==> src/rtl/htfc_pkg.sv <==
// ----------------------------------------------------------------------------
// htfc_pkg
// Types, codes and helpers shared by the frame checker modules.
// ----------------------------------------------------------------------------
package htfc_pkg;

  // Position of a byte inside a six-byte response frame.
  typedef logic [2:0] byte_pos_t;
  localparam byte_pos_t POS_TEMP_MSB = 3'd0;
  localparam byte_pos_t POS_TEMP_LSB = 3'd1;
  localparam byte_pos_t POS_TEMP_CRC = 3'd2;
  localparam byte_pos_t POS_HUM_MSB  = 3'd3;
  localparam byte_pos_t POS_HUM_LSB  = 3'd4;
  localparam byte_pos_t POS_HUM_CRC  = 3'd5;

  // CRC-8, polynomial x^8 + x^5 + x^4 + 1, no reflection, no final XOR.
  localparam logic [7:0] CRC_INIT = 8'hFF;
  localparam logic [7:0] CRC_POLY = 8'h31;

  typedef enum logic [1:0] {
    STATUS_OK          = 2'd0,
    STATUS_CRC_ERROR   = 2'd1,
    STATUS_RANGE_ERROR = 2'd2
  } status_t;

  typedef enum logic [0:0] {
    CFG_TEMP_MIN = 1'b0,
    CFG_TEMP_MAX = 1'b1
  } cfg_index_t;

  // Signed value in hundredths of a unit.
  typedef logic signed [14:0] centi_t;

  localparam centi_t TEMP_MIN_RESET = -15'sd4000;
  localparam centi_t TEMP_MAX_RESET = 15'sd12500;

  // Conversion constants.
  localparam logic [14:0] TEMP_SCALE   = 15'd17500;
  localparam logic [13:0] HUM_SCALE    = 14'd12500;
  localparam logic [15:0] TEMP_OFFSET  = 16'd4500;
  localparam logic [13:0] HUM_OFFSET   = 14'd600;
  localparam logic [13:0] HUM_CLAMP_HI = 14'd10000;
  localparam logic [13:0] HUM_RAW_HI   = 14'd10600;

  // One finished frame handed from the byte front end to the converter.
  typedef struct packed {
    logic [15:0] raw_temp;
    logic [15:0] raw_humidity;
    logic        crc_failed;
  } frame_t;

  // Runs one byte through the CRC, one bit per step.
  function automatic logic [7:0] crc8_update(input logic [7:0] crc, input logic [7:0] data);
    logic [7:0] c;
    c = crc ^ data;
    for (int i = 0; i < 8; i++) begin
      if (c[7]) begin
        c = {c[6:0], 1'b0} ^ CRC_POLY;
      end else begin
        c = {c[6:0], 1'b0};
      end
    end
    return c;
  endfunction

endpackage

==> src/rtl/htfc_result_if.sv <==
// ----------------------------------------------------------------------------
// htfc_result_if
// Result channel out of the frame checker: one decoded frame per transfer.
// ----------------------------------------------------------------------------
interface htfc_result_if;
  logic               valid;
  logic               ready;
  logic [1:0]         status;
  logic signed [14:0] temp_centi;
  logic [13:0]        humidity_centi;
  logic [15:0]        raw_temp;
  logic [15:0]        raw_humidity;

  modport source (
    output valid, output status, output temp_centi, output humidity_centi,
    output raw_temp, output raw_humidity, input ready
  );
  modport sink (
    input valid, input status, input temp_centi, input humidity_centi,
    input raw_temp, input raw_humidity, output ready
  );
endinterface

==> src/rtl/htfc_back.sv <==
// ----------------------------------------------------------------------------
// htfc_back
// Converter: scales the raw words to centidegrees and centipercent, checks
// the temperature range and holds the result for the receiver.
// ----------------------------------------------------------------------------
module htfc_back
  import htfc_pkg::*;
(
  input  logic   clk,
  input  logic   rst,
  input  logic   pop_valid,
  output logic   pop_ready,
  input  frame_t pop_frame,
  input  centi_t temp_min,
  input  centi_t temp_max,
  htfc_result_if.source result
);

  // floor(x / 65535) for x below 17501 * 65536: one estimate, one correction.
  function automatic logic [14:0] div_by_65535(input logic [30:0] x);
    logic [14:0] q0;
    logic [16:0] r0;
    q0 = x[30:16];
    r0 = {1'b0, x[15:0]} + {2'b00, q0};
    return q0 + {14'd0, (r0 >= 17'd65535)};
  endfunction

  // Stage 1: products.
  logic        s1_valid;
  frame_t      s1_frame;
  logic [30:0] s1_temp_prod;
  logic [29:0] s1_hum_prod;
  // Stage 2: quotients.
  logic        s2_valid;
  frame_t      s2_frame;
  logic [14:0] s2_temp_q;
  logic [13:0] s2_hum_q;

  logic s1_ready;
  logic s2_ready;
  logic out_ready;

  logic signed [15:0] temp_wide;
  centi_t             temp_val;
  logic [13:0]        hum_val;
  status_t            status_val;

  assign out_ready = !result.valid || result.ready;
  assign s2_ready  = !s2_valid || out_ready;
  assign s1_ready  = !s1_valid || s2_ready;
  assign pop_ready = s1_ready;

  // Multiply stage.
  always_ff @(posedge clk) begin
    if (rst) begin
      s1_valid <= 1'b0;
    end else if (s1_ready) begin
      s1_valid <= pop_valid;
    end
  end

  always_ff @(posedge clk) begin
    if (s1_ready && pop_valid) begin
      s1_frame     <= pop_frame;
      s1_temp_prod <= 31'(pop_frame.raw_temp) * 31'(TEMP_SCALE);
      s1_hum_prod  <= 30'(pop_frame.raw_humidity) * 30'(HUM_SCALE);
    end
  end

  // Divide-by-65535 stage.
  always_ff @(posedge clk) begin
    if (rst) begin
      s2_valid <= 1'b0;
    end else if (s2_ready) begin
      s2_valid <= s1_valid;
    end
  end

  always_ff @(posedge clk) begin
    if (s2_ready && s1_valid) begin
      s2_frame  <= s1_frame;
      s2_temp_q <= div_by_65535(s1_temp_prod);
      s2_hum_q  <= 14'(div_by_65535({1'b0, s1_hum_prod}));
    end
  end

  // Offsets, humidity clamp and status.
  always_comb begin
    temp_wide = signed'({1'b0, s2_temp_q}) - signed'(TEMP_OFFSET);
    temp_val  = temp_wide[14:0];
    if (s2_hum_q < HUM_OFFSET) begin
      hum_val = '0;
    end else if (s2_hum_q > HUM_RAW_HI) begin
      hum_val = HUM_CLAMP_HI;
    end else begin
      hum_val = s2_hum_q - HUM_OFFSET;
    end
    if (s2_frame.crc_failed) begin
      status_val = STATUS_CRC_ERROR;
      temp_val   = '0;
      hum_val    = '0;
    end else if (temp_val < temp_min || temp_val > temp_max) begin
      status_val = STATUS_RANGE_ERROR;
    end else begin
      status_val = STATUS_OK;
    end
  end

  // Output register.
  always_ff @(posedge clk) begin
    if (rst) begin
      result.valid <= 1'b0;
    end else if (out_ready) begin
      result.valid <= s2_valid;
    end
  end

  always_ff @(posedge clk) begin
    if (out_ready && s2_valid) begin
      result.status         <= status_val;
      result.temp_centi     <= temp_val;
      result.humidity_centi <= hum_val;
      result.raw_temp       <= s2_frame.raw_temp;
      result.raw_humidity   <= s2_frame.raw_humidity;
    end
  end

endmodule

==> src/flat_wrapper.sv <==
// flat-port wrapper written by rule: the top's interface ports become plain ports
module htfc_back_flat import htfc_pkg::*;
  (clk, rst, pop_valid, pop_ready, pop_frame, temp_min, temp_max, result_valid, result_status, result_temp_centi, result_humidity_centi, result_raw_temp, result_raw_humidity, result_ready);
  htfc_result_if result_i ();
  input  logic clk;
  input  logic rst;
  input  logic pop_valid;
  output logic pop_ready;
  input  frame_t pop_frame;
  input  centi_t temp_min;
  input  centi_t temp_max;
  output wire logic [$bits(result_i.valid)-1:0] result_valid;
  output wire logic [$bits(result_i.status)-1:0] result_status;
  output wire logic [$bits(result_i.temp_centi)-1:0] result_temp_centi;
  output wire logic [$bits(result_i.humidity_centi)-1:0] result_humidity_centi;
  output wire logic [$bits(result_i.raw_temp)-1:0] result_raw_temp;
  output wire logic [$bits(result_i.raw_humidity)-1:0] result_raw_humidity;
  input wire logic [$bits(result_i.ready)-1:0] result_ready;
  assign result_valid = result_i.valid;
  assign result_status = result_i.status;
  assign result_temp_centi = result_i.temp_centi;
  assign result_humidity_centi = result_i.humidity_centi;
  assign result_raw_temp = result_i.raw_temp;
  assign result_raw_humidity = result_i.raw_humidity;
  assign result_i.ready = result_ready;
  htfc_back u_core (.clk(clk), .rst(rst), .pop_valid(pop_valid), .pop_ready(pop_ready), .pop_frame(pop_frame), .temp_min(temp_min), .temp_max(temp_max), .result(result_i));
endmodule
==> config.mk <==
export PLATFORM = sky130hd
export DESIGN_NAME = htfc_back_flat
export DESIGN_NICKNAME = d
export VERILOG_FILES = /design/src/rtl/htfc_pkg.sv /design/src/rtl/htfc_result_if.sv /design/src/rtl/htfc_back.sv /design/src/flat_wrapper.sv
export SDC_FILE = /design/constraint.sdc
export NUM_CORES = 1
export LEC_CHECK = 0
export BUFFER_PORTS_ARGS = -buffer_cell sky130_fd_sc_hd__buf_2
export CAP_MARGIN = 20
export CELL_PAD_IN_SITES_DETAIL_PLACEMENT = 0
export CELL_PAD_IN_SITES_GLOBAL_PLACEMENT = 2
export CORE_ASPECT_RATIO = 0.7
export CORE_UTILIZATION = 42
export DETAILED_ROUTE_END_ITERATION = 12
export PLACE_DENSITY = 0.84
export SLEW_MARGIN = 20
export SYNTH_ARGS = -nofsm -noshare
export SYNTH_HDL_FRONTEND = slang
export SYNTH_SLANG_ARGS = --single-unit
==> constraint.sdc <==
create_clock -name clk -period 8.05 [get_ports clk]
set_input_delay 0.4025 -clock clk [delete_from_list [all_inputs] [get_ports clk]]
set_output_delay 0.4025 -clock clk [all_outputs]
set_load 0.05 [all_outputs]
# Yosys cells after proc, flatten, opt, wreduce, memory -nomap -nowiden
# Cells that the tools add are included.
# op_classes
multipliers	2
add_sub_neg	6
n_reduce_logical	12
muxes	2
order_cmp	6
# op_table
operator	n
17-bit by 16-bit >= comparator with 1-bit output, second input constant	2
16-bit by 13-bit multiplier with 29-bit output, second input constant	1
16-bit by 12-bit multiplier with 28-bit output, second input constant	1
16-bit by 14-bit adder with 17-bit output	1
16-bit by 15-bit adder with 17-bit output	1
15-bit by 1-bit adder with 15-bit output	1
15-bit > comparator	1
15-bit less-than comparator	1
15-bit by 13-bit subtractor with 15-bit output, second input constant	1
14-bit by 1-bit adder with 14-bit output	1
14-bit > comparator, second input constant	1
14-bit by 10-bit less-than comparator with 1-bit output, second input constant	1
14-bit two-way mux	1
14-bit by 10-bit subtractor with 14-bit output, second input constant	1
1-bit logical OR	4
1-bit logical AND	3
1-bit logical NOT	3
3-bit OR reduction	1
2-bit two-way mux	1
2-bit OR reduction	1
# word_totals
output_inout_bits	65
reg_bits	218

# Depth between registers and ports, before layout
# logic_depth
ltp_word	5
mapped_depth	18
mapped_depth_nobuf	17

# Worst setup path after synthesis
# OpenSTA, ideal clock, no wires.
# synth_path
path_kind	flip-flop to flip-flop
from	reg u_core.result.valid
to	reg u_core.s2_frame[0] in the netlist's numbering (enable)
arrival_ns	5.255
stages_incl_launch_ff	3
synth_period_minus_slack_ns	5.832
n_path_buf	0
slack_ns	2.218
cell_sequence	dfxtp_1 -> nor2b_1 -> a21boi_0
# synth_between
elab_chain_len	4
# synth_lines
element	line_no	rtl
start: declaration	htfc_result_if.sv:15	output valid, output status, output temp_centi, output humidity_centi,
start signal: assignment	htfc_back.sv:114	result.valid <= s2_valid;
1-bit logical NOT	htfc_back.sv:48	assign out_ready = !result.valid || result.ready;
1-bit logical OR	htfc_back.sv:48	
1-bit logical OR	htfc_back.sv:49	assign s2_ready = !s2_valid || out_ready;
1-bit logical AND	htfc_back.sv:80	if (s2_ready && s1_valid) begin
end signal: assignment	htfc_back.sv:81	s2_frame <= s1_frame;
end: declaration	htfc_back.sv:35	frame_t s2_frame;
# No other way between the ends.
# A chain may end at the register's enable or synchronous reset.

# Worst setup path in the final report
# layout_path
from	in pop_frame[28] in the netlist's numbering
to	reg u_core.s1_temp_prod[27], data pin
# layout_between
elab_chain_len	1
# layout_lines
element	line_no	rtl
start: declaration	flat_wrapper.sv:9	input frame_t pop_frame;
16-bit by 13-bit multiplier with 29-bit output	htfc_back.sv:65	s1_temp_prod <= 31'(pop_frame.raw_temp) * 31'(TEMP_SCALE);
end signal: assignment	htfc_back.sv:65	
end: declaration	htfc_back.sv:31	logic [30:0] s1_temp_prod;
# No other way between the ends.

==> insert_results.sql <==
INSERT INTO impl_metrics (metric_group, metric, value, unit) VALUES
('outcome', 'outcome', 'finished clean', ''),
('timing', 'fin_hold_ws', '0.03741', 'ns'),
('synth', 'postSynthNetCount', '1828', ''),
('floorplan', 'initial_core_util', '43.09', '%'),
('drt', 'final_antenna_net_count', '0', ''),
('timing', 'drv_slew', '0', ''),
('grt', 'grt.overflow.total', '0', ''),
('timing', 'setup-tns-final', '0', 'ns'),
('grt', 'grt_pass1_vias', '10378', ''),
('synth', 'netlist.top_cell.by_area', 'edfxtp_1', ''),
('final_layout', 'mostFrequentLayoutCells', 'ha_1 (269), inv_1 (242), edfxtp_1 (212)', ''),
('clocking', 'h-tree-depth', '1', ''),
('drt', 'route.final.wire_length', '36.11', 'mm'),
('synth', 'synth.distinct_cells', '57', ''),
('floorplan', 'rows', '59', ''),
('final_layout', 'fin_nets', '1984', ''),
('drt', 'length_of_the_first_detailed_routing_pass_in_iterations', '4', ''),
('drt', 'post-route-drc-count', '0', ''),
('drt', 'drt_iter0_markers', '749', ''),
('worst_setup_path', 'cpMaxStageDelayCell', 'o41ai_1', ''),
('final_layout', 'ant_cells', '0', ''),
('grt', 'grt_max_degree', '66', ''),
('power', 'leakagePower', '0.008451', 'uW'),
('clocking', 'post_cts_clock_slew_at_the_launch_and_capture_registers_of_the_worst_setup_and_hold_paths', '0.06', 'ns'),
('placement', 'place_ws', '3.034', 'ns'),
('synth', 'async_flop_share', '0', '%'),
('drt', 'met2WireLength', '13.18', 'mm'),
('worst_setup_path', 'timing.critical_path.fanout_max', '7', ''),
('final_layout', 'fill_cells', '3414', ''),
('worst_setup_path', 'critical_path.endpoint_type', 'flop', ''),
('clocking', 'numClockSinks', '215', ''),
('drt', 'via_count', '10559', ''),
('floorplan', 'die-width', '236.4', 'um'),
('grt', 'grt_first_pass_wirelength', '57.64', 'mm'),
('final_layout', 'area_of_the_multi_input_gates', '8831', 'um^2'),
('floorplan', 'core_area', '37500', 'um^2'),
('timing', 'timing.final.hold_violations', '0', ''),
('worst_setup_path', 'timing.critical_path.cells', 'buf_2 > ha_1 > inv_1 > fa_1 > inv_1 > ha_1 > fa_1 > inv_1 > fa_1 > inv_1 > ha_1 > a21o_1 > a21o_1 > a21o_1 > o41ai_1 > o21ai_0 > xor2_1', ''),
('timing', 'final_critical_path_setup_slack', '3.557', 'ns'),
('timing', 'timing.final.setup_violations', '0', ''),
('placement', 'globalplace.congestion', '0.8458', ''),
('grt', 'antenna_found_initial', '0', ''),
('synth', 'syn-cell-area', '16160', 'um^2'),
('power', 'p_per_area', '328.4', 'nW/um^2'),
('timing', 'clock.fmax', '222.6', 'MHz'),
('floorplan', 'die-area', '39270', 'um^2'),
('synth', 'yosys_register_bits', '215', ''),
('synth', 'syn_area_per_cell', '11.47', 'um^2'),
('clocking', 'clkLatencyLatePin', '0.55', 'ns'),
('drt', 'met3_length', '1.520', 'mm'),
('drt', 'detail_route.wirelength.met1', '20.79', 'mm'),
('clocking', 'cts_tree', 'yes', ''),
('synth', 'syn_inst', '1409', ''),
('floorplan', 'die-height', '166.1', 'um'),
('worst_setup_path', 'critical_path.most_common_cell', 'inv_1', ''),
('synth', 'synth_seq_area_share', '39.77', '%'),
('drt', 'wl_per_cell', '17.43', 'um'),
('synth', 'top_cells_by_area_synth', 'edfxtp_1 (39%), ha_1 (21%), fa_1 (10%)', ''),
('worst_hold_path', 'hold_depth', '2', ''),
('drt', 'viasPerCell', '5.096', ''),
('timing', 'fin_crit_sh', '55.81', '%'),
('timing', 'worst_slew_margin_rel', '33.86', '%'),
('worst_setup_path', 'ff2ff_path_depth', '14', ''),
('final_layout', 'most_frequent_standard_cell_in_the_layout_excluding_fill_and_tap_cells', 'ha_1', ''),
('worst_setup_path', 'start_kind', 'primary input', ''),
('synth', 'synth-edff-count', '212', ''),
('run', 'cap_violations', '0', ''),
('clocking', 'root_buffer', 'clkbuf_16', ''),
('timing', 'period_minus_slack', '4.493', 'ns'),
('worst_setup_path', 'worst-endpoint-required', '8.34', 'ns'),
('synth', 'synthFlopType', 'edfxtp_1', '');
[worst max-delay path, delay by kind of cell]
kind	cells	cell delay, ns
XOR/XNOR	1	0.19
adder cells (fa/ha/maj)	6	2.47
AO/OA/AOI/OAI	5	1.36
buffers and inverters	5	0.35
[routing by layer]
layer / track usage [%] / vias up
met2: 24.18 / 210
met1: 31.64 / 5004
li1: - / 5307
met4: 3.473 / 0
met3: 3.225 / 38
met5: 0 / -
[cell type report]
| type | instances | area share [%] |
|---|---|---|
| Tap cell | 488 | 3.341 |
| Clock inverter | 10 | 0.7599 |
| Sequential cell | 215 | 35.16 |
| Inverter | 242 | 4.970 |
| Clock buffer | 36 | 3.649 |
| Multi-Input combinational cell | 945 | 48.32 |
| Timing Repair Buffer | 136 | 3.806 |
[registers in the layout (all words and copies together) (netlist names)]
signal and cells:
u_core.s1_frame 33, u_core.s2_frame 33, u_core.s1_temp_prod 28, u_core.s1_hum_prod 26, u_core.result.raw_humidity 16, u_core.result.raw_temp 16
u_core.result.temp_centi 15, u_core.s2_temp_q 15, u_core.result.humidity_centi 14, u_core.s2_hum_q 14, u_core.result.status 2, u_core.result.valid 1
u_core.s1_valid 1, u_core.s2_valid 1
[cell usage after synthesis, types with 13 or more instances]
cell type	instances
fa_1	83
a21oi_1	77
o21ai_0	38
edfxtp_1	212
inv_1	242
a211oi_1	15
o21a_1	15
a21o_1	37
nor3_1	13
xnor2_1	68
nand2_1	38
nor2b_1	27
ha_1	269
nand3_1	27
and3_1	18
xor2_1	37
nor2_1	62
[what timing repair did]
action | in CTS | in global routing
setup buffers | 0 | 0
gates resized for setup | 0 | 0
hold buffers | 1 | 0
hold endpoints to repair | 1 | 0
endpoints found under the setup margin | 0 | 0
[report_power, final]
group / internal (uW) / switching (uW)
clock: 674 / 457
combinational: 1310 / 1830
sequential: 1570 / 168
[worst paths after layout]
check,startpoint,slack [ns],to
worst min register to register,u_core.s2_frame[23],0.42,u_core.result.raw_temp[6]
worst max register to register,u_core.s1_temp_prod[18],3.76,u_core.s2_temp_q[12]
worst max-delay path,pop_frame[28],3.56,u_core.s1_temp_prod[27]
worst min-delay path,rst,0.04,u_core.s1_valid
[cell families (layout without fill, tap and decap cells)]
group                    Yosys count  count (layout)  share of synthesized area (%)
AO/OA/AOI/OAI                    249             249                          9.981
adder cells (fa/ha/maj)          352             352                          31.11
XOR/XNOR                         105             105                          5.691
multiplexers                       2               2                         0.1316
buffers and inverters            249             424                          5.784
AND/OR/NAND/NOR                  237             237                          7.527
flip-flops                       215             215                          39.77
[through the flow]
stage / power (uW) / cell area (um^2)
3_3_place_gp: 4861 / 17460
4_1_cts: 6034 / 18280
3_5_place_dp: 4858 / 17460
6_report: 6003 / 18280
2_1_floorplan: 4056 / 16160
5_1_grt: 6530 / 18280
(Power assumes the default switching activity.)
